### src/rtl/bpf_fifo.sv
// Small register FIFO with occupancy count.
module bpf_fifo #(
  parameter int WIDTH = 8,
  parameter int DEPTH = 2
) (
  input  logic                       clk,
  input  logic                       rst,
  input  logic                       push,
  input  logic [WIDTH-1:0]           wdata,
  output logic                       full,
  input  logic                       pop,
  output logic [WIDTH-1:0]           rdata,
  output logic                       empty,
  output logic [$clog2(DEPTH+1)-1:0] count
);

  localparam int PTR_W = (DEPTH > 1) ? $clog2(DEPTH) : 1;

  logic [WIDTH-1:0] mem [DEPTH];
  logic [PTR_W-1:0] wr_ptr;
  logic [PTR_W-1:0] rd_ptr;
  logic             do_push;
  logic             do_pop;

  assign full    = (count == ($clog2(DEPTH+1))'(DEPTH));
  assign empty   = (count == '0);
  assign do_push = push && !full;
  assign do_pop  = pop && !empty;
  assign rdata   = mem[rd_ptr];

  always_ff @(posedge clk) begin
    if (rst) begin
      wr_ptr <= '0;
      rd_ptr <= '0;
      count  <= '0;
    end else begin
      if (do_push) begin
        wr_ptr <= (wr_ptr == PTR_W'(DEPTH-1)) ? '0 : wr_ptr + 1'b1;
      end
      if (do_pop) begin
        rd_ptr <= (rd_ptr == PTR_W'(DEPTH-1)) ? '0 : rd_ptr + 1'b1;
      end
      if (do_push && !do_pop) begin
        count <= count + 1'b1;
      end else if (do_pop && !do_push) begin
        count <= count - 1'b1;
      end
    end
  end

  always_ff @(posedge clk) begin
    if (do_push) begin
      mem[wr_ptr] <= wdata;
    end
  end

endmodule

### config.mk
export PLATFORM = sky130hd
export DESIGN_NAME = bpf_fifo
export DESIGN_NICKNAME = d
export VERILOG_FILES = /design/src/rtl/bpf_fifo.sv
export SDC_FILE = /design/constraint.sdc
export NUM_CORES = 1
export LEC_CHECK = 0
export ABC_AREA = 1
export BUFFER_PORTS_ARGS = -buffer_cell sky130_fd_sc_hd__buf_4
export CAP_MARGIN = 20
export CORE_ASPECT_RATIO = 1.2
export CORE_MARGIN = 2
export CORE_UTILIZATION = 52
export DETAILED_ROUTE_END_ITERATION = 12
export PLACE_DENSITY_LB_ADDON = 0.15
export SLEW_MARGIN = 10
export SYNTH_ARGS = -nofsm -noshare
export SYNTH_HDL_FRONTEND = slang
export SYNTH_SLANG_ARGS = --single-unit
### constraint.sdc
create_clock -name clk -period 3.8 [get_ports clk]
set_input_delay 0.57 -clock clk [delete_from_list [all_inputs] [get_ports clk]]
set_output_delay 0.57 -clock clk [all_outputs]
set_load 0.02 [all_outputs]
==> impl_metrics.ini, run 1 <==
[status]
status = completed

[timing]
clock_skew_ns = 0.00241
timing.fmax_ghz = 0.507
setup_viol = 0
relSlewSlack_pct = 53.7
finalMaxSlewViolations = 0
fin_crit_sh_pct = 51.9
setup_tns_ns = 0
hold_violations = 0
rsz0062_at_grt = false
hold_ws_ns = 0.443
period_minus_slack_ns = 1.97
tightest_slew_ns = 0.692
worst_slack_ns = 1.83

[yosys]
syn_nets = 75
avgSynthCellArea_um2 = 13.4
ys_types = 16
synthesis.area_um2 = 828
yosysSeqAreaShare_pct = 70.1
synth_cells = 62
yosysWarnings = 0
synth_seq_cells = 21

[placement]
gp_congestion = 0.670
hpwl_um = 1010
post-place-ws_ns = 2.12
port_buffers = 23

[critical_path]
path_buf_inv = 1
r2r_cells = 2
end_kind = output pin
cp_slowest_stage_delay_ns = 0.56
worstPathMaxFanout = 8
cp.required_ns = 3.23
crit_path_top_delay_cell = dfxtp_1
startpoint_type = flip-flop
reg2reg_from = count[0]
timing.rr.end = mem[0][4]
crit_family = flip-flops
worstSetupPathType = flip-flop to output pin
reg2reg_setup_slack_ns = 2.19
worstPathCellList = mux2_2, buf_4
critical_path_arrival_ns = 1.40

[clock_tree]
clkTransAtPathRegs_ns = 0.12
clockRootBuffer = clkbuf_4
clk_latency_ns = 0.30
post-cts-setup-buffer-count = 0
cts.repair.resized = 0
numCtsBuffers = 3
cts-htree-levels = 1
cts_tree = built
ctsHoldBuffers = 0
cts_max_path_buffers = 2
clock_sinks = 21

[grt]
antenna_found_initial = 0
grt_max_degree = 13
grt.overflow.total = 0
track_usage_pct = 17.8
grt_pass1_wl_um = 2130
grt_pass1_vias = 526

[pwr]
finalPower_uw = 703
leakagePower_nw = 0.436
pwr_density_cell_nw_per_um2 = 673
ir_drop_mv = 0.440

[worst_hold_path]
min_to = mem[1][3]
min_path_cells = 1
worstHoldStart = wdata[3]
hold_class = input port to flip-flop

[routing]
avgRoutedWirePerCell_um = 13.1
vias = 517
dr.first_iter.drc_count = 4
drc = 0
final_antenna_net_count = 0
avgViaCountPerCell = 4.92
routed_wl_um = 1370
wl_met3_um = 71
routed-wl-met2_um = 717
wl_met1_um = 550
firstDrtPassIters = 2
highest_layer = met4

[floorplanning]
rows = 15
core-area_um2 = 1460
die_y_um = 47.7
die_w_um = 40.4
io_pins = 24
die_area_um2 = 1930
initial_core_util_pct = 56.6

[cells_and_area]
num_antenna_cells = 0
layout_common_cells = buf_4 (23), edfxtp_1 (16), nor2_1 (9), mux2_2 (8), inv_1 (7)
fillers = 125
layout_commonest_cell = buf_4
nets = 102
drive_above_1_share_pct = 45.5
area_growth_pct = 26.1
utilization_pct = 71.4

[job]
max_cap_viol_count = 0
## worst reg2reg max path, stage by stage, from the launching register on
cell     delay, ns
dfxtp_1       0.56
o21ai_2       0.15
nor2_1        0.55
## state kept, by name, indices dropped and copies added (netlist names), named ones only
signal	cells
wr_ptr	1
count	2
mem	16
rd_ptr	1
## cell families after synthesis
logic type | after synthesis | share of synthesized area (%)
adder cells (fa/ha/maj) | 1 | 1.51
flip-flops | 21 | 70.1
AO/OA/AOI/OAI | 6 | 4.53
buffers and inverters | 10 | 4.68
AND/OR/NAND/NOR | 16 | 8.31
multiplexers | 8 | 10.9
## stage by stage
stage / instance area, µm² / std cells
2_1_floorplan: 828 / 62
3_3_place_gp: 1020 / 101
3_5_place_dp: 1020 / 101
4_1_cts: 1040 / 105
5_1_grt: 1040 / 105
6_report: 1040 / 105
## Yosys cell counts, drive strengths merged
library cell,number,area share [%]
nor2,9,4.1
dfxtp,5,12
mux2,8,11
ha,1,1.5
inv,9,4.1
nand4,1,0.76
o21ai,5,3.9
nand3,1,0.60
a21oi,1,0.60
and2,1,1.1
edfxtp,16,58
buf,1,0.60
nand2,4,1.8
## worst max-delay path by stage
stage	from	endpoint	slack, ns	cells past startpoint
after floorplan	count[0]	mem[1][0]	2.32	2
after global placement	push	mem[0][2]	2.14	3
after detailed placement	push	mem[1][2]	2.12	3
after CTS	flip-flop	rdata[1]	1.80	2
after global routing	flip-flop	rdata[1]	1.75	2
final	flip-flop	rdata[1]	1.83	2
## report_power, final
group	switching [mW]	internal (mW)
Sequential	0.0367	0.293
Clock	0.0677	0.0393
Combinational	0.145	0.121
Total	0.250	0.453
## cell type report
cell class / instances / area, µm² / share of cell area (%)
clock buffer: 3 / 22.5 / 2.16
clock inverter: 1 / 5.00 / 0.479
inverter: 9 / 33.8 / 3.23
multi-input combinational: 31 / 209 / 20.0
sequential: 21 / 581 / 55.6
tap: 17 / 21.3 / 2.04
timing repair buffer: 23 / 173 / 16.5
## layer usage
metal  track usage [%]  vias up
met5                 0        -
met4              12.0        0
met3              2.79        4
met2              31.7       14
met1              18.6      236
li1                  -      263
Power figures use the tool's default switching activity.
==> inputs of run 2 (changes only) <==
--- a/config.mk
+++ b/config.mk
@@ -10,7 +10,7 @@
 export CAP_MARGIN = 20
 export CORE_ASPECT_RATIO = 1.2
 export CORE_MARGIN = 2
-export CORE_UTILIZATION = 52
+export CORE_UTILIZATION = 48
 export DETAILED_ROUTE_END_ITERATION = 12
 export PLACE_DENSITY_LB_ADDON = 0.15
 export SLEW_MARGIN = 10
==> constraint.sdc (replaced) <==
create_clock -name clk -period 1.9 [get_ports clk]
set_input_delay 0.285 -clock clk [delete_from_list [all_inputs] [get_ports clk]]
set_output_delay 0.285 -clock clk [all_outputs]
set_load 0.02 [all_outputs]
==> impl_metrics.ini, run 2 (synthesis gave the netlist of run 1 again) <==
[grt]
grt.overflow.total = 0
grt_pass1_wl_um = 2150
track_usage_pct = 14.0
grt_max_degree = 12
grt_pass1_vias = 536
antenna_found_initial = 0

[floorplanning]
die_y_um = 49.5
initial_core_util_pct = 51.1
rows = 16
die_w_um = 41.9
io_pins = 24
die_area_um2 = 2080
core-area_um2 = 1620

[clock_tree]
cts_tree = built
cts-htree-levels = 1
clk_latency_ns = 0.29
clkTransAtPathRegs_ns = 0.10
post-cts-setup-buffer-count = 0
numCtsBuffers = 3
clockRootBuffer = clkbuf_4
clock_sinks = 21
cts_max_path_buffers = 2
ctsHoldBuffers = 0
cts.repair.resized = 0

[placement]
port_buffers = 23
hpwl_um = 972
dpl_cell_area_um2 = 1040
gp_congestion = 0.679

[routing]
vias = 530
drc = 0
routed_wl_um = 1280
firstDrtPassIters = 3
avgViaCountPerCell = 4.86
avgRoutedWirePerCell_um = 11.8
final_antenna_net_count = 0
dr.first_iter.drc_count = 3

[worst_hold_path]
worstHoldStart = wdata[3]
hold_class = input port to flip-flop
min_path_cells = 1
min_to = mem[1][3]

[timing]
fin_crit_sh_pct = 86.5
timing.fmax_ghz = 0.609
setup_viol = 0
relSlewSlack_pct = 77.4
period_minus_slack_ns = 1.64
setup_tns_ns = 0
rsz0062_at_grt = false
tightest_slew_ns = 0.338
finalMaxSlewViolations = 0
clock_skew_ns = 0.000920
hold_violations = 0

[pwr]
pwr_density_cell_nw_per_um2 = 1310
ir_drop_mv = 0.892
leakagePower_nw = 0.449

[critical_path]
cp.required_ns = 1.62
critical_path_arrival_ns = 1.36
timing.rr.end = count[1]
r2r_cells = 9
reg2reg_setup_slack_ns = 0.43
reg2reg_from = count[1]
startpoint_type = flip-flop
worstPathMaxFanout = 8
worstSetupPathType = flip-flop to output pin
end_kind = output pin

[job]
max_cap_viol_count = 0

[cells_and_area]
multiInputGateArea_um2 = 209
num_antenna_cells = 0
layout_commonest_cell = buf_4
register_area_um2 = 581
layout_common_cells = buf_4 (26), edfxtp_1 (16), nor2_1 (9), mux2_2 (8), inv_1 (7)
drive_above_1_share_pct = 46.2
nets = 105
largest_register_ffs = 16
reg_top3 = mem: 16 flops, count: 2 flops
stdcell_area_um2 = 1070
fillers = 146
largest-register = mem
area_growth_pct = 28.9

[status]
status = completed
run 2: cell types whose count changed in the layout (fill, tap and decap cells not counted):
| cell | delta |
|---|---|
| buf_4 | +3 |
| clkinv_2 | -1 |
| clkbuf_1 | +1 |
run 2: per-stage QoR:
stage | hold slack [ns] | utilization [%] | cells | setup slack (ns) | total power [mW]
finish | 0.172 | 65.8 | 109 | 0.257 | 1.40
global route | 0.150 | 65.8 | 109 | 0.158 | 1.49
CTS | 0.161 | 65.8 | 109 | 0.203 | 1.42
detailed placement | 0.473 | 64.2 | 105 | 0.456 | 1.22
global placement | 0.472 | 64.2 | 105 | 0.501 | 1.20
floorplan | 0.384 | - | 62 | 0.420 | 1.00
run 2: worst max path at each step:
| stage | endpoint | depth (start not counted) | slack [ns] |
|---|---|---|---|
| floorplan | mem[1][0] | 2 | 0.42 |
| global placement | count[1] | 9 | 0.50 |
| detailed placement | count[1] | 9 | 0.46 |
| CTS | rdata[3] | 2 | 0.20 |
| global route | rdata[0] | 2 | 0.16 |
| finish | rdata[3] | 2 | 0.26 |
run 2: layout make-up:
| cell class | count | area share [%] |
|---|---|---|
| multi-input combinational | 31 | 19.6 |
| sequential | 21 | 54.4 |
| inverter | 9 | 3.17 |
| timing repair buffer | 26 | 18.3 |
| tap | 18 | 2.11 |
| clock buffer | 4 | 2.46 |
run 2: layer usage:
metal,track usage [%],routed length (µm)
met5,0,0
met4,6.45,14
met3,3.66,74
met2,25.5,702
met1,14.8,493
run 2: where the power goes:
part	internal (mW)	total [mW]	switching [mW]	leakage (nW)
clock network	0.0816	0.199	0.118	0.0150
registers	0.586	0.655	0.0692	0.191
logic	0.256	0.545	0.289	0.244
total	0.923	1.40	0.477	0.449
run 2: worst max-delay path: stages, from the launching register on:
cell	delay, ns
dfxtp_1	0.53
mux2_2	0.38
buf_4	0.16
==> inputs of run 3 (changes only) <==
--- a/config.mk
+++ b/config.mk
@@ -10,9 +10,9 @@
 export CAP_MARGIN = 20
 export CORE_ASPECT_RATIO = 1.2
 export CORE_MARGIN = 2
-export CORE_UTILIZATION = 48
+export CORE_UTILIZATION = 52
 export DETAILED_ROUTE_END_ITERATION = 12
-export PLACE_DENSITY_LB_ADDON = 0.15
+export PLACE_DENSITY = 0.8
 export SLEW_MARGIN = 10
 export SYNTH_ARGS = -nofsm -noshare
 export SYNTH_HDL_FRONTEND = slang
==> constraint.sdc (replaced) <==
create_clock -name clk -period 2.02 [get_ports clk]
set_input_delay 0.303 -clock clk [delete_from_list [all_inputs] [get_ports clk]]
set_output_delay 0.303 -clock clk [all_outputs]
set_load 0.02 [all_outputs]
==> impl_metrics.ini, run 3 (synthesis gave the netlist of run 1 again) <==
[grt]
track_usage_pct = 16.7
grt.overflow.total = 0
grt_pass1_vias = 496
antenna_found_initial = 0
grt_max_degree = 12
grt_pass1_wl_um = 2050

[routing]
firstDrtPassIters = 3
avgViaCountPerCell = 4.98
final_antenna_net_count = 0
vias = 533
dr.first_iter.drc_count = 3
wl_met1_um = 559
routed_wl_um = 1360
avgRoutedWirePerCell_um = 12.7
drc = 0
highest_layer = met4
routed-wl-met2_um = 726
wl_met3_um = 61

[cells_and_area]
stdcell_area_um2 = 1060
largest_register_ffs = 16
reg_top3 = mem: 16 flops, count: 2 flops
area_growth_pct = 27.8
num_antenna_cells = 0
layout_common_cells = buf_4 (25), edfxtp_1 (16), nor2_1 (9), mux2_2 (8), inv_1 (7)
utilization_pct = 72.3
largest-register = mem
nets = 104
layout_commonest_cell = buf_4
drive_above_1_share_pct = 45.6

[timing]
fin_crit_sh_pct = 82.9
relSlewSlack_pct = 77.1
worst_slack_ns = 0.345
hold_violations = 0
timing.fmax_ghz = 0.597
hold_ws_ns = 0.190
rsz0062_at_grt = false
finalMaxSlewViolations = 0
period_minus_slack_ns = 1.68
setup_viol = 0
tightest_slew_ns = 0.343
setup_tns_ns = 0
clock_skew_ns = 0.00288

[critical_path]
worstPathMaxFanout = 8
end_kind = output pin
worstSetupPathType = flip-flop to output pin
critical_path_arrival_ns = 1.37
cp.required_ns = 1.72
startpoint_type = flip-flop

[pwr]
ir_drop_mv = 0.675
leakagePower_nw = 0.444
pwr_density_cell_nw_per_um2 = 1250

[worst_hold_path]
hold_class = input port to flip-flop

[placement]
post-place-ws_ns = 0.541
hpwl_um = 1040
gp_congestion = 0.698
dpl_cell_area_um2 = 1030
port_buffers = 23

[job]
max_cap_viol_count = 0

[clock_tree]
ctsHoldBuffers = 0
clockRootBuffer = clkbuf_4
cts-htree-levels = 1
cts_tree = built
clk_latency_ns = 0.29
cts_max_path_buffers = 2
post-cts-setup-buffer-count = 0
cts.repair.resized = 0
numCtsBuffers = 3
clkTransAtPathRegs_ns = 0.11
clock_sinks = 21

[floorplanning]
io_pins = 24
die_y_um = 47.7
rows = 15
initial_core_util_pct = 56.6
die_area_um2 = 1930
die_w_um = 40.4
core-area_um2 = 1460

[status]
status = completed
run 3: cell types whose count changed in the layout (fill, tap and decap cells not counted), sizes merged:
cell	before	now
buf	26	25
run 3: area by class of cell:
class                      count  area, µm²
tap                           17       21.3
timing repair buffer          25        188
sequential                    21        581
multi-input combinational     31        209
inverter                       9       33.8
fill                         108        405
clock buffer                   4       26.3
run 3: per-layer routing:
metal / global-route usage, % / vias to the layer above
li1: - / 266
met1: 16.9 / 249
met2: 30.8 / 16
met3: 2.79 / 2
met4: 10.0 / 0
met5: 0 / -
run 3: worst max-delay path, stage by stage, from the launching register on:
cell and delay (ns):
dfxtp_1 0.53, mux2_2 0.39, buf_4 0.16
run 3: worst paths after layout:
check            start   endpoint  slack, ns  depth (start not counted)
max reg2reg   count[1]   count[1]       0.51                          9
min           wdata[4]  mem[1][4]       0.19                          1
min reg2reg     wr_ptr     wr_ptr       0.51                          2
max          flip-flop   rdata[3]       0.34                          2
run 3: stage by stage:
stage / std cells / total power [mW]
2_1_floorplan: 62 / 0.941
3_3_place_gp: 103 / 1.13
3_5_place_dp: 103 / 1.15
4_1_cts: 107 / 1.33
5_1_grt: 107 / 1.39
6_report: 107 / 1.32
run 3: where the power goes:
part	switching, mW	total [mW]	internal, mW
Sequential	0.0662	0.617	0.551
Combinational	0.278	0.515	0.237
Clock	0.114	0.190	0.0767
Total	0.458	1.32	0.865
