### src/rtl/bpf_pkg.sv
// Types and constants of the bilateral pixel filter.
package bpf_pkg;

  localparam int DEF_RADIUS    = 2;
  localparam int DEF_MAX_WIDTH = 1024;
  localparam int RANGE_ENTRIES = 256;
  localparam int MAX_HEIGHT    = 1024;
  localparam int JOB_DEPTH     = 2;
  localparam int OUT_DEPTH     = 2;

  localparam int CFG_IDX_W  = 2;
  localparam int CFG_DATA_W = 11;
  localparam int ROW_W      = 10;
  localparam int POS_COL_W  = 12;
  localparam int POS_SLOT_W = 4;
  localparam int GEOM_W_W   = 13;

  localparam logic [CFG_IDX_W-1:0] CFG_IMAGE_WIDTH  = 2'd0;
  localparam logic [CFG_IDX_W-1:0] CFG_IMAGE_HEIGHT = 2'd1;

  localparam logic [CFG_DATA_W-1:0] RST_IMAGE_WIDTH  = 11'd640;
  localparam logic [CFG_DATA_W-1:0] RST_IMAGE_HEIGHT = 11'd480;

  typedef enum logic [1:0] {
    KIND_PIXEL,
    KIND_SPATIAL,
    KIND_RANGE,
    KIND_FLUSH
  } kind_t;

  typedef struct packed {
    kind_t       kind;
    logic [15:0] value_r;
    logic [15:0] value_g;
    logic [15:0] value_b;
    logic [7:0]  table_index;
    logic [15:0] weight;
  } in_word_t;

  typedef struct packed {
    logic [15:0] out_r;
    logic [15:0] out_g;
    logic [15:0] out_b;
    logic [9:0]  out_col;
    logic [9:0]  out_row;
    logic        frame_end;
  } out_word_t;

  // One pending result position, handed from the front to the back.
  typedef struct packed {
    logic [POS_COL_W-1:0]  col;
    logic [ROW_W-1:0]      row;
    logic [POS_SLOT_W-1:0] slot;
    logic                  frame_end;
  } job_t;

  typedef struct packed {
    logic        spatial_we;
    logic        range_we;
    logic [7:0]  index;
    logic [15:0] weight;
  } tbl_wr_t;

  typedef struct packed {
    logic [GEOM_W_W-1:0]   width;
    logic [CFG_DATA_W-1:0] height;
  } geom_t;

  typedef struct packed {
    logic [1:0] queued;
    logic       back_busy;
  } front_stat_t;

endpackage

### src/rtl/bpf_front.sv
// Front end: takes words, writes tables and the row store, schedules result positions.
module bpf_front #(
  parameter int RADIUS    = 2,
  parameter int MAX_WIDTH = 1024
) (
  input  logic                                          clk,
  input  logic                                          rst,
  input  logic                                          cfg_we,
  input  logic [bpf_pkg::CFG_IDX_W-1:0]                 cfg_index,
  input  logic [bpf_pkg::CFG_DATA_W-1:0]                cfg_data,
  input  logic                                          push,
  output logic                                          full,
  input  bpf_pkg::in_word_t                             item,
  input  bpf_pkg::front_stat_t                          stat,
  output logic                                          job_push,
  output bpf_pkg::job_t                                 job,
  output bpf_pkg::geom_t                                geom,
  output logic                                          store_we,
  output logic [$clog2(2*RADIUS+2)+$clog2(MAX_WIDTH)-1:0] store_addr,
  output logic [47:0]                                   store_data,
  output bpf_pkg::tbl_wr_t                              tbl_wr
);
  import bpf_pkg::*;

  localparam int SPAN   = 2*RADIUS + 1;
  localparam int TAPS   = SPAN*SPAN;
  localparam int SLOTS  = 2*RADIUS + 2;
  localparam int COL_W  = $clog2(MAX_WIDTH);
  localparam int W_W    = $clog2(MAX_WIDTH+1);
  localparam int SLOT_W = $clog2(SLOTS);
  localparam int K_W    = $clog2(MAX_WIDTH*MAX_HEIGHT);

  logic [CFG_DATA_W-1:0] image_width;
  logic [CFG_DATA_W-1:0] image_height;
  logic                  hold_valid;
  in_word_t              hold;
  logic [COL_W-1:0]      in_col,   in_col_next;
  logic [ROW_W-1:0]      in_row,   in_row_next;
  logic [SLOT_W-1:0]     in_slot,  in_slot_next;
  logic [K_W-1:0]        in_k,     in_k_next;
  logic                  in_full,  in_full_next;
  logic [COL_W-1:0]      res_col,  res_col_next;
  logic [ROW_W-1:0]      res_row,  res_row_next;
  logic [SLOT_W-1:0]     res_slot, res_slot_next;

  logic [W_W-1:0]        eff_w;
  logic [CFG_DATA_W-1:0] eff_h;
  logic [K_W-1:0]        lag;
  logic [1:0]            outstanding;
  logic                  restart;
  logic                  narrow;
  logic [COL_W-1:0]      c0, rc0;
  logic [ROW_W-1:0]      r0, rr0;
  logic [SLOT_W-1:0]     s0, rs0;
  logic [K_W-1:0]        k0;
  logic                  go;
  logic                  consume;
  logic                  emit;
  logic                  last_res;
  logic                  cfg_hit;

  always_comb begin
    if (image_width == '0) begin
      eff_w = W_W'(1);
    end else if (int'(image_width) > MAX_WIDTH) begin
      eff_w = W_W'(MAX_WIDTH);
    end else begin
      eff_w = W_W'(image_width);
    end
    if (image_height == '0) begin
      eff_h = CFG_DATA_W'(1);
    end else if (int'(image_height) > MAX_HEIGHT) begin
      eff_h = CFG_DATA_W'(MAX_HEIGHT);
    end else begin
      eff_h = image_height;
    end
  end

  assign lag         = K_W'(RADIUS*int'(eff_w) + RADIUS);
  assign outstanding = stat.queued + {1'b0, stat.back_busy};
  assign geom.width  = GEOM_W_W'(eff_w);
  assign geom.height = eff_h;

  // Rows of RADIUS pixels or fewer: the next pixel lands in a slot the previous window reads.
  assign narrow = (int'(eff_w) <= RADIUS);

  // A position left over from a larger frame starts a new frame.
  assign restart = (int'(in_col) >= int'(eff_w)) || (int'(in_row) >= int'(eff_h));
  assign c0  = restart ? '0 : in_col;
  assign r0  = restart ? '0 : in_row;
  assign s0  = restart ? '0 : in_slot;
  assign k0  = restart ? '0 : in_k;
  assign rc0 = restart ? '0 : res_col;
  assign rr0 = restart ? '0 : res_row;
  assign rs0 = restart ? '0 : res_slot;

  // Pixels may run one result ahead of the back end on rows wider than RADIUS;
  // table writes wait for it to drain.
  always_comb begin
    case (hold.kind)
      KIND_PIXEL:   go = in_full || ((k0 == '0 || narrow) ? (outstanding == 2'd0)
                                                          : (outstanding <= 2'd1));
      KIND_SPATIAL: go = (outstanding == 2'd0);
      KIND_RANGE:   go = (outstanding == 2'd0);
      KIND_FLUSH:   go = !in_full || (int'(stat.queued) < JOB_DEPTH);
      default:      go = 1'b0;
    endcase
  end

  assign consume = hold_valid && go;
  assign full    = hold_valid && !go;
  assign cfg_hit = cfg_we && (cfg_index == CFG_IMAGE_WIDTH || cfg_index == CFG_IMAGE_HEIGHT);

  always_comb begin
    in_col_next   = in_col;
    in_row_next   = in_row;
    in_slot_next  = in_slot;
    in_k_next     = in_k;
    in_full_next  = in_full;
    res_col_next  = res_col;
    res_row_next  = res_row;
    res_slot_next = res_slot;
    emit          = 1'b0;
    store_we      = 1'b0;
    store_addr    = {s0, c0};
    store_data    = {hold.value_b, hold.value_g, hold.value_r};
    tbl_wr.spatial_we = 1'b0;
    tbl_wr.range_we   = 1'b0;
    tbl_wr.index      = hold.table_index;
    tbl_wr.weight     = hold.weight;
    if (consume) begin
      case (hold.kind)
        KIND_SPATIAL: tbl_wr.spatial_we = (int'(hold.table_index) < TAPS);
        KIND_RANGE:   tbl_wr.range_we   = 1'b1;
        KIND_FLUSH:   emit = in_full;
        KIND_PIXEL: begin
          if (!in_full) begin
            store_we      = 1'b1;
            res_col_next  = rc0;
            res_row_next  = rr0;
            res_slot_next = rs0;
            in_k_next     = k0 + 1'b1;
            if ((int'(c0) + 1 >= int'(eff_w)) && (int'(r0) + 1 >= int'(eff_h))) begin
              in_full_next = 1'b1;
              in_col_next  = c0;
              in_row_next  = r0;
              in_slot_next = s0;
            end else if (int'(c0) + 1 >= int'(eff_w)) begin
              in_col_next  = '0;
              in_row_next  = r0 + 1'b1;
              in_slot_next = (s0 == SLOT_W'(SLOTS-1)) ? '0 : s0 + 1'b1;
            end else begin
              in_col_next  = c0 + 1'b1;
              in_row_next  = r0;
              in_slot_next = s0;
            end
            emit = (k0 >= lag);
          end
        end
        default: emit = 1'b0;
      endcase
    end
    // res_*_next already holds the current result position here
    last_res = (int'(res_col_next) + 1 >= int'(eff_w)) &&
               (int'(res_row_next) + 1 >= int'(eff_h));
    job.col       = POS_COL_W'(res_col_next);
    job.row       = res_row_next;
    job.slot      = POS_SLOT_W'(res_slot_next);
    job.frame_end = last_res;
    if (emit) begin
      if (last_res) begin
        in_col_next   = '0;
        in_row_next   = '0;
        in_slot_next  = '0;
        in_k_next     = '0;
        in_full_next  = 1'b0;
        res_col_next  = '0;
        res_row_next  = '0;
        res_slot_next = '0;
      end else if (int'(res_col_next) + 1 >= int'(eff_w)) begin
        res_col_next  = '0;
        res_row_next  = res_row_next + 1'b1;
        res_slot_next = (res_slot_next == SLOT_W'(SLOTS-1)) ? '0 : res_slot_next + 1'b1;
      end else begin
        res_col_next  = res_col_next + 1'b1;
      end
    end
  end

  assign job_push = emit;

  always_ff @(posedge clk) begin
    if (rst) begin
      image_width  <= RST_IMAGE_WIDTH;
      image_height <= RST_IMAGE_HEIGHT;
      hold_valid   <= 1'b0;
      in_col       <= '0;
      in_row       <= '0;
      in_slot      <= '0;
      in_k         <= '0;
      in_full      <= 1'b0;
      res_col      <= '0;
      res_row      <= '0;
      res_slot     <= '0;
    end else begin
      if (push && !full) begin
        hold_valid <= 1'b1;
      end else if (consume) begin
        hold_valid <= 1'b0;
      end
      if (cfg_hit) begin
        if (cfg_index == CFG_IMAGE_WIDTH) begin
          image_width <= cfg_data;
        end else begin
          image_height <= cfg_data;
        end
        in_col   <= '0;
        in_row   <= '0;
        in_slot  <= '0;
        in_k     <= '0;
        in_full  <= 1'b0;
        res_col  <= '0;
        res_row  <= '0;
        res_slot <= '0;
      end else begin
        in_col   <= in_col_next;
        in_row   <= in_row_next;
        in_slot  <= in_slot_next;
        in_k     <= in_k_next;
        in_full  <= in_full_next;
        res_col  <= res_col_next;
        res_row  <= res_row_next;
        res_slot <= res_slot_next;
      end
    end
  end

  always_ff @(posedge clk) begin
    if (push && !full) begin
      hold <= item;
    end
  end

endmodule

### config.mk
export PLATFORM = sky130hd
export DESIGN_NAME = bpf_front
export DESIGN_NICKNAME = d
export VERILOG_FILES = /design/src/rtl/bpf_pkg.sv /design/src/rtl/bpf_front.sv
export SDC_FILE = /design/constraint.sdc
export NUM_CORES = 1
export LEC_CHECK = 0
export BUFFER_PORTS_ARGS = -buffer_cell sky130_fd_sc_hd__buf_2
export CORE_MARGIN = 4
export CORE_UTILIZATION = 25
export DETAILED_ROUTE_END_ITERATION = 6
export MAX_ROUTING_LAYER = met4
export SLEW_MARGIN = 20
export SYNTH_ARGS = -nofsm -noshare
export SYNTH_HDL_FRONTEND = slang
export SYNTH_SLANG_ARGS = --single-unit
### constraint.sdc
create_clock -name clk -period 8.8 [get_ports clk]
set_input_delay 0.88 -clock clk [delete_from_list [all_inputs] [get_ports clk]]
set_output_delay 0.88 -clock clk [all_outputs]
set_load 0.01 [all_outputs]
==> impl_metrics.prom, run 1 <==
# TYPE chip_impl_metric gauge
chip_impl_metric{name="core",unit="sq um"} 40200
chip_impl_metric{name="routed_via_density",unit=""} 4.86
chip_impl_metric{name="clkLatencyLatePin",unit="ps"} 450
chip_impl_metric{name="post-route-cell-area",unit="sq um"} 12000
chip_impl_metric{name="postCtsSetupBuffers",unit=""} 0
chip_impl_metric{name="drt_iter0_markers",unit=""} 714
chip_impl_metric{name="multiInputGateArea",unit="sq um"} 5320
chip_impl_metric{name="final_layout_size_suffix_gt1_share",unit="%"} 22.5
chip_impl_info{name="setup_repair_after_global_routing_missed_its_margin",value="false"} 1
chip_impl_info{name="run_status",value="finished, final reports clean"} 1
chip_impl_info{name="synth.area.top_cells",value="edfxtp_1, dfxtp_1, ha_1, buf_4, nand2_1"} 1
chip_impl_info{name="end_kind",value="output pin"} 1
chip_impl_metric{name="die-width",unit="microns"} 211
chip_impl_metric{name="grt_pass1_vias",unit=""} 8475
chip_impl_metric{name="power",unit="mW"} 1.76
chip_impl_info{name="root_buffer",value="clkbuf_16"} 1
chip_impl_info{name="critPathSlowestCell",value="or4_4"} 1
chip_impl_metric{name="remaining_drc_errors",unit=""} 0
chip_impl_metric{name="synth-edff-count",unit=""} 74
chip_impl_metric{name="overall_via_count_from_detail_route",unit=""} 8811
chip_impl_metric{name="netlist_area_before_placement",unit="sq um"} 10300
chip_impl_metric{name="numPortBuffers",unit=""} 229
chip_impl_metric{name="synth_top_cell_area_share",unit="%"} 21.6
chip_impl_info{name="critical-path-top-delay-family",value="simple AND/OR/NAND/NOR gates"} 1
chip_impl_metric{name="synth_sequential_area_ratio",unit="%"} 39.2
chip_impl_metric{name="critical_path_arrival",unit="ps"} 7450
chip_impl_metric{name="layout.filler_cells",unit=""} 4235
chip_impl_metric{name="detail_route.first_pass.iterations",unit=""} 5
chip_impl_metric{name="dieArea",unit="sq um"} 44400
chip_impl_metric{name="cellInternalPower",unit="mW"} 1.27
chip_impl_metric{name="period_share",unit="%"} 94.6
chip_impl_metric{name="share_comb_of_total_power",unit="%"} 9.9
chip_impl_metric{name="hold_viol_final",unit=""} 0
chip_impl_info{name="path_class",value="reg -> out"} 1
chip_impl_metric{name="final_cell_count_no_fill",unit=""} 1812
chip_impl_metric{name="drt-total-wl",unit="mm"} 32.5
chip_impl_metric{name="layout_min_cycle_time",unit="ps"} 8330
chip_impl_metric{name="synthesis.yosys.warnings",unit=""} 0
chip_impl_metric{name="crit_path_max_incr_delay",unit="ps"} 550
chip_impl_metric{name="grt_remaining_overflow",unit=""} 0
chip_impl_metric{name="holdWs",unit="ps"} 478
chip_impl_metric{name="post_cts_gate_resize_count",unit=""} 0
chip_impl_metric{name="worst_pin_slew",unit="ps"} 1120
chip_impl_metric{name="holdBufCountCts",unit=""} 0
chip_impl_metric{name="instance_count_after_placement_with_tap_cells_included",unit=""} 1780
chip_impl_metric{name="critical_path_depth",unit=""} 27
chip_impl_metric{name="rows",unit=""} 73
chip_impl_metric{name="floorplan.io_pins",unit=""} 235
chip_impl_metric{name="worst_ir_drop_vdd",unit="V"} 0.000130
chip_impl_metric{name="synth_cells",unit=""} 1135
chip_impl_metric{name="hpwlAfterDp",unit="mm"} 25.9
chip_impl_metric{name="cts_htree_levels",unit=""} 4
chip_impl_metric{name="maximum_capacitance_violations",unit=""} 0
chip_impl_metric{name="seqCellArea",unit="sq um"} 4020
chip_impl_metric{name="setup-tns-final",unit="ps"} 0
chip_impl_metric{name="timing.critical_path.fanout_max",unit=""} 35
chip_impl_metric{name="cts-buffers-inserted",unit=""} 17
chip_impl_metric{name="max-clock-path-buffers",unit=""} 2
chip_impl_metric{name="worst_path_required",unit="ps"} 7920
chip_impl_metric{name="async_flop_share",unit="%"} 0
chip_impl_metric{name="critical_path.n_buffers_inverters",unit=""} 3
chip_impl_info{name="startpoint_type",value="flip-flop"} 1
chip_impl_metric{name="wl_per_cell",unit="microns"} 17.9
chip_impl_metric{name="postPlaceCellArea",unit="sq um"} 11400
chip_impl_metric{name="finalClockSkew",unit="ps"} 14.3
chip_impl_metric{name="total_routing_usage_gr",unit="%"} 14.5
chip_impl_metric{name="share_seq_of_total_power",unit="%"} 47.9
chip_impl_metric{name="area_growth_syn_to_layout",unit="%"} 16.5
chip_impl_metric{name="power_leakage",unit="nW"} 5.27
chip_impl_metric{name="antenna_diode_count",unit=""} 0
chip_impl_metric{name="grt_pass1_wl",unit="mm"} 49.2
chip_impl_info{name="most_frequent_cells_in_the_layout",value="buf_2, nand2_1, nor2_1"} 1
chip_impl_info{name="ys_dominant_reg_cell",value="dfxtp_1"} 1
chip_impl_metric{name="ant_nets",unit=""} 0
chip_impl_metric{name="setup_viol",unit=""} 0
chip_impl_metric{name="worst_setup_hold_path_clk_slew",unit="ps"} 70
chip_impl_metric{name="postSynthRegisterBits",unit=""} 164
chip_impl_metric{name="place.gp.congestion",unit=""} 0.898
chip_impl_metric{name="number_of_antenna_violations_at_the_first_check_in_global_routing",unit=""} 0
chip_impl_metric{name="die-height",unit="microns"} 211
chip_impl_metric{name="tritoncts_num_sinks",unit=""} 164
chip_impl_info{name="cts_tree",value="built"} 1
chip_impl_metric{name="power-per-cell-area",unit="nW/um^2"} 147
chip_impl_metric{name="power_switching",unit="mW"} 0.489
chip_impl_metric{name="worst_slew_slack_as_a_fraction_of_its_limit",unit="%"} 23.2
chip_impl_metric{name="worstRegToRegCells",unit=""} 29
chip_impl_metric{name="p_clk_share",unit="%"} 42.2
chip_impl_metric{name="report.final.slew_viol_count",unit=""} 0
chip_impl_metric{name="worstHoldPathCells",unit=""} 2
chip_impl_metric{name="initial_cell_density_of_the_core",unit="%"} 25.6
chip_impl_info{name="synth.largest_area_cell",value="edfxtp_1"} 1
chip_impl_metric{name="power.switching_fraction",unit="%"} 27.8
chip_impl_info{name="hold_path_class",value="reg -> reg"} 1
chip_impl_metric{name="ys_types",unit=""} 73
chip_impl_metric{name="final_nets",unit=""} 1458
chip_impl_metric{name="clock.fmax",unit="MHz"} 120
chip_impl_info{name="final_common_cell",value="buf_2"} 1
chip_impl_metric{name="synthesized_area_per_cell",unit="sq um"} 9.05
chip_impl_metric{name="grt_max_degree",unit=""} 69
logic make-up (layout without fill, tap and decap cells):
logic type	count (synthesis)	in the layout	synth area share, %
compound gates	188	188	12.3
xor+xnor	50	50	4.26
fa+ha+maj	90	90	11.0
buf+inv	169	317	9.33
flops	164	164	39.2
mux	9	9	0.877
other cells	2	6	0.0731
simple gates	463	463	23.1
synthesized netlist by cell type, drive strengths merged (19+ instances only):
cell / number
xnor2: 24
buf: 91
nand4: 19
dfxtp: 90
nand2: 135
nand3: 35
and2: 48
nor3: 20
ha: 90
a21oi: 62
and3: 26
clkbuf: 32
xor2: 26
edfxtp: 74
o21ai: 23
nor2: 95
inv: 44
worst paths after layout:
kind                                       from               to  slack (ps)
worst max-delay path             image_width[2]           job[0]         470
worst max register to register   image_width[2]        in_col[8]         870
worst min-delay path            image_height[0]  image_height[0]         480
worst min register to register  image_height[0]  image_height[0]         480
state kept, by name, indices dropped and copies added, names as in the netlist:
| register | cells |
|---|---|
| hold | 2 |
| tbl_wr | 24 |
| image_width | 11 |
| image_height | 11 |
| res_slot | 3 |
| res_row | 10 |
| hold_valid | 1 |
| res_col | 10 |
| in_full | 1 |
| in_row | 10 |
| store_data | 48 |
| in_slot | 3 |
| in_col | 10 |
| in_k | 20 |
metrics by stage:
step	setup slack [ps]	util (%)
after detailed placement	975	28.3
after global routing	21.3	29.8
after global placement	1190	28.3
after floorplan	680	-
final	475	29.8
after CTS	495	29.8
final cells by class:
cell class                      instances  share of cell area [%]
Clock buffer                           17                    3.55
Inverter                               45                    1.41
Clock inverter                         15                    1.25
Sequential cell                       164                    33.6
Timing Repair Buffer                  240                    10.3
Tap cell                              525                    5.49
Multi-Input combinational cell        806                    44.4
metal layers:
layer / wire length [microns] / vias up / global-route usage [%]
met5: 0 / - / -
met4: 388 / 0 / 3.60
met3: 2420 / 23 / 2.97
met2: 15300 / 352 / 24.0
met1: 14400 / 4197 / 18.3
li1: - / 4239 / -
worst min-delay path, cell delays in order, from the launching register on:
cell and delay (ps):
dfxtp_1 320, nand2_1 50, a21oi_1 60
power groups by stage:
stage | clock network [mW] | registers (mW) | logic [mW]
2_1_floorplan | 0 | 0.858 | 0.124
3_3_place_gp | 0 | 0.860 | 0.174
3_5_place_dp | 0 | 0.861 | 0.176
4_1_cts | 0.765 | 0.843 | 0.176
5_1_grt | 0.795 | 0.845 | 0.191
6_report | 0.744 | 0.843 | 0.174
Power figures use the tool's default switching activity.
==> run 2, diff against run 1 <==
==> constraint.sdc (replaced) <==
create_clock -name clk -period 9.9 [get_ports clk]
set_input_delay 0.99 -clock clk [delete_from_list [all_inputs] [get_ports clk]]
set_output_delay 0.99 -clock clk [all_outputs]
set_load 0.01 [all_outputs]
==> impl_metrics.prom, run 2 (same netlist as run 1, synthesis figures left out) <==
# TYPE chip_impl_metric gauge
chip_impl_metric{name="antenna_diode_count",unit=""} 0
chip_impl_metric{name="die-height",unit="microns"} 211
chip_impl_info{name="startpoint_type",value="flip-flop"} 1
chip_impl_metric{name="clock.fmax",unit="MHz"} 116
chip_impl_metric{name="numPortBuffers",unit=""} 229
chip_impl_metric{name="floorplan.io_pins",unit=""} 235
chip_impl_metric{name="cts-buffers-inserted",unit=""} 17
chip_impl_metric{name="timing.critical_path.fanout_max",unit=""} 30
chip_impl_info{name="final_common_cell",value="buf_2"} 1
chip_impl_metric{name="area_growth_syn_to_layout",unit="%"} 16.3
chip_impl_metric{name="drt-total-wl",unit="mm"} 32.4
chip_impl_metric{name="finalClockSkew",unit="ps"} 13.7
chip_impl_metric{name="grt_pass1_wl",unit="mm"} 49.4
chip_impl_metric{name="grt_max_degree",unit=""} 69
chip_impl_metric{name="routed_via_density",unit=""} 4.82
chip_impl_metric{name="maximum_capacitance_violations",unit=""} 0
chip_impl_metric{name="rows",unit=""} 73
chip_impl_metric{name="period_share",unit="%"} 86.9
chip_impl_info{name="setup_repair_after_global_routing_missed_its_margin",value="false"} 1
chip_impl_metric{name="number_of_antenna_violations_at_the_first_check_in_global_routing",unit=""} 0
chip_impl_metric{name="remaining_drc_errors",unit=""} 0
chip_impl_metric{name="worst_pin_slew",unit="ps"} 1030
chip_impl_metric{name="grt_pass1_vias",unit=""} 8419
chip_impl_metric{name="total_routing_usage_gr",unit="%"} 14.5
chip_impl_metric{name="initial_cell_density_of_the_core",unit="%"} 25.6
chip_impl_metric{name="worst_ir_drop_vdd",unit="V"} 0.000106
chip_impl_metric{name="setup_slack",unit="ps"} 1290
chip_impl_info{name="hold_path_class",value="reg -> reg"} 1
chip_impl_metric{name="power-per-cell-area",unit="nW/um^2"} 130
chip_impl_metric{name="clkLatencyLatePin",unit="ps"} 440
chip_impl_metric{name="overall_via_count_from_detail_route",unit=""} 8721
chip_impl_metric{name="grt_remaining_overflow",unit=""} 0
chip_impl_metric{name="postCtsSetupBuffers",unit=""} 0
chip_impl_metric{name="critical_path_depth",unit=""} 29
chip_impl_metric{name="final_layout_size_suffix_gt1_share",unit="%"} 22.2
chip_impl_metric{name="largest_register_ffs",unit=""} 48
chip_impl_metric{name="report.final.slew_viol_count",unit=""} 0
chip_impl_metric{name="instance_count_after_placement_with_tap_cells_included",unit=""} 1779
chip_impl_info{name="run_status",value="finished, final reports clean"} 1
chip_impl_metric{name="pre_cts_ws",unit="ps"} 1570
chip_impl_metric{name="hold_viol_final",unit=""} 0
chip_impl_metric{name="hpwlAfterDp",unit="mm"} 25.7
chip_impl_metric{name="tritoncts_num_sinks",unit=""} 164
chip_impl_metric{name="worstRegToRegCells",unit=""} 29
chip_impl_metric{name="cts_htree_levels",unit=""} 4
chip_impl_metric{name="final_nets",unit=""} 1457
chip_impl_metric{name="die-width",unit="microns"} 211
chip_impl_info{name="end_kind",value="output pin"} 1
chip_impl_info{name="most_frequent_cells_in_the_layout",value="buf_2, nand2_1, nor2_1"} 1
chip_impl_info{name="root_buffer",value="clkbuf_16"} 1
chip_impl_metric{name="critical_path_arrival",unit="ps"} 7620
chip_impl_metric{name="drt_iter0_markers",unit=""} 764
chip_impl_info{name="cts_tree",value="built"} 1
chip_impl_metric{name="wl_per_cell",unit="microns"} 17.9
chip_impl_metric{name="critical_path.n_buffers_inverters",unit=""} 1
chip_impl_metric{name="worst_slew_slack_as_a_fraction_of_its_limit",unit="%"} 31.6
chip_impl_metric{name="final_cell_count_no_fill",unit=""} 1810
chip_impl_metric{name="crit_path_max_incr_delay",unit="ps"} 550
chip_impl_metric{name="worstHoldPathCells",unit=""} 2
chip_impl_metric{name="max-clock-path-buffers",unit=""} 2
chip_impl_metric{name="setup_viol",unit=""} 0
chip_impl_metric{name="layout_min_cycle_time",unit="ps"} 8610
chip_impl_metric{name="place.gp.congestion",unit=""} 0.917
chip_impl_metric{name="dieArea",unit="sq um"} 44400
chip_impl_metric{name="core",unit="sq um"} 40200
chip_impl_metric{name="worst_setup_hold_path_clk_slew",unit="ps"} 70
chip_impl_metric{name="post_cts_gate_resize_count",unit=""} 0
chip_impl_info{name="path_class",value="reg -> out"} 1
chip_impl_metric{name="power",unit="mW"} 1.56
chip_impl_metric{name="setup-tns-final",unit="ps"} 0
chip_impl_metric{name="ant_nets",unit=""} 0
chip_impl_info{name="critical-path-top-delay-family",value="simple AND/OR/NAND/NOR gates"} 1
chip_impl_metric{name="power_leakage",unit="nW"} 5.24
chip_impl_metric{name="detail_route.first_pass.iterations",unit=""} 5
chip_impl_info{name="critPathSlowestCell",value="or4_4"} 1
chip_impl_metric{name="worst_path_required",unit="ps"} 8910
chip_impl_metric{name="holdBufCountCts",unit=""} 0
-- run 2: cell types whose count changed in the layout (fill, tap and decap cells not counted), moves of 2 or more --
cell | before | now
bufinv_16 | 0 | 2
clkbuf_1 | 0 | 2
clkinvlp_2 | 0 | 2
clkinvlp_4 | 1 | 4
inv_6 | 4 | 2
inv_8 | 7 | 0
-- run 2: worst paths after layout --
path | from | to | slack, ps
setup / recovery | image_width[2] | job[0] | 1290
hold / removal | res_col[1] | res_col[1] | 470
setup reg to reg | image_width[2] | in_col[8] | 1810
hold reg to reg | res_col[1] | res_col[1] | 470
-- run 2: power by group --
group | switching [mW] | total, mW | internal, mW
registers | 0.0110 | 0.749 | 0.738
logic | 0.0996 | 0.155 | 0.0550
clock network | 0.286 | 0.656 | 0.370
-- run 2: layout make-up --
type | instances | area [sq um]
clock buffer | 19 | 433
fill | 4295 | 28200
tap | 525 | 657
clock inverter | 12 | 130
multi-input combinational | 806 | 5320
timing repair buffer | 239 | 1220
sequential | 164 | 4020
inverter | 45 | 169
-- run 2: worst register-to-register path, delay by kind of cell (launching register included) --
| kind | cells | cell delay (ps) |
|---|---|---|
| AND/OR/NAND/NOR | 17 | 3880 |
| XOR/XNOR | 1 | 150 |
| AO/OA/AOI/OAI | 7 | 2420 |
| adder cells (fa/ha/maj) | 4 | 1200 |
| flip-flops | 1 | 340 |
-- run 2: metrics by stage --
step | utilization, % | instance area (sq um) | hold WS, ps
after detailed placement | 28.3 | 11400 | 463
after floorplan | - | 10300 | 436
final | 29.7 | 12000 | 472
after global placement | 28.3 | 11400 | 455
after CTS | 29.7 | 11900 | 471
after global routing | 29.7 | 12000 | 491
-- run 2: layer usage --
metal  share of wire, %  vias to the layer above  global-route usage (%)
met3                7.7                       22                    3.02
met5                  0                        -                       -
met1                 44                     4129                    18.3
met2                 47                      347                    24.2
li1                   -                     4223                       -
met4                1.1                        0                    3.09
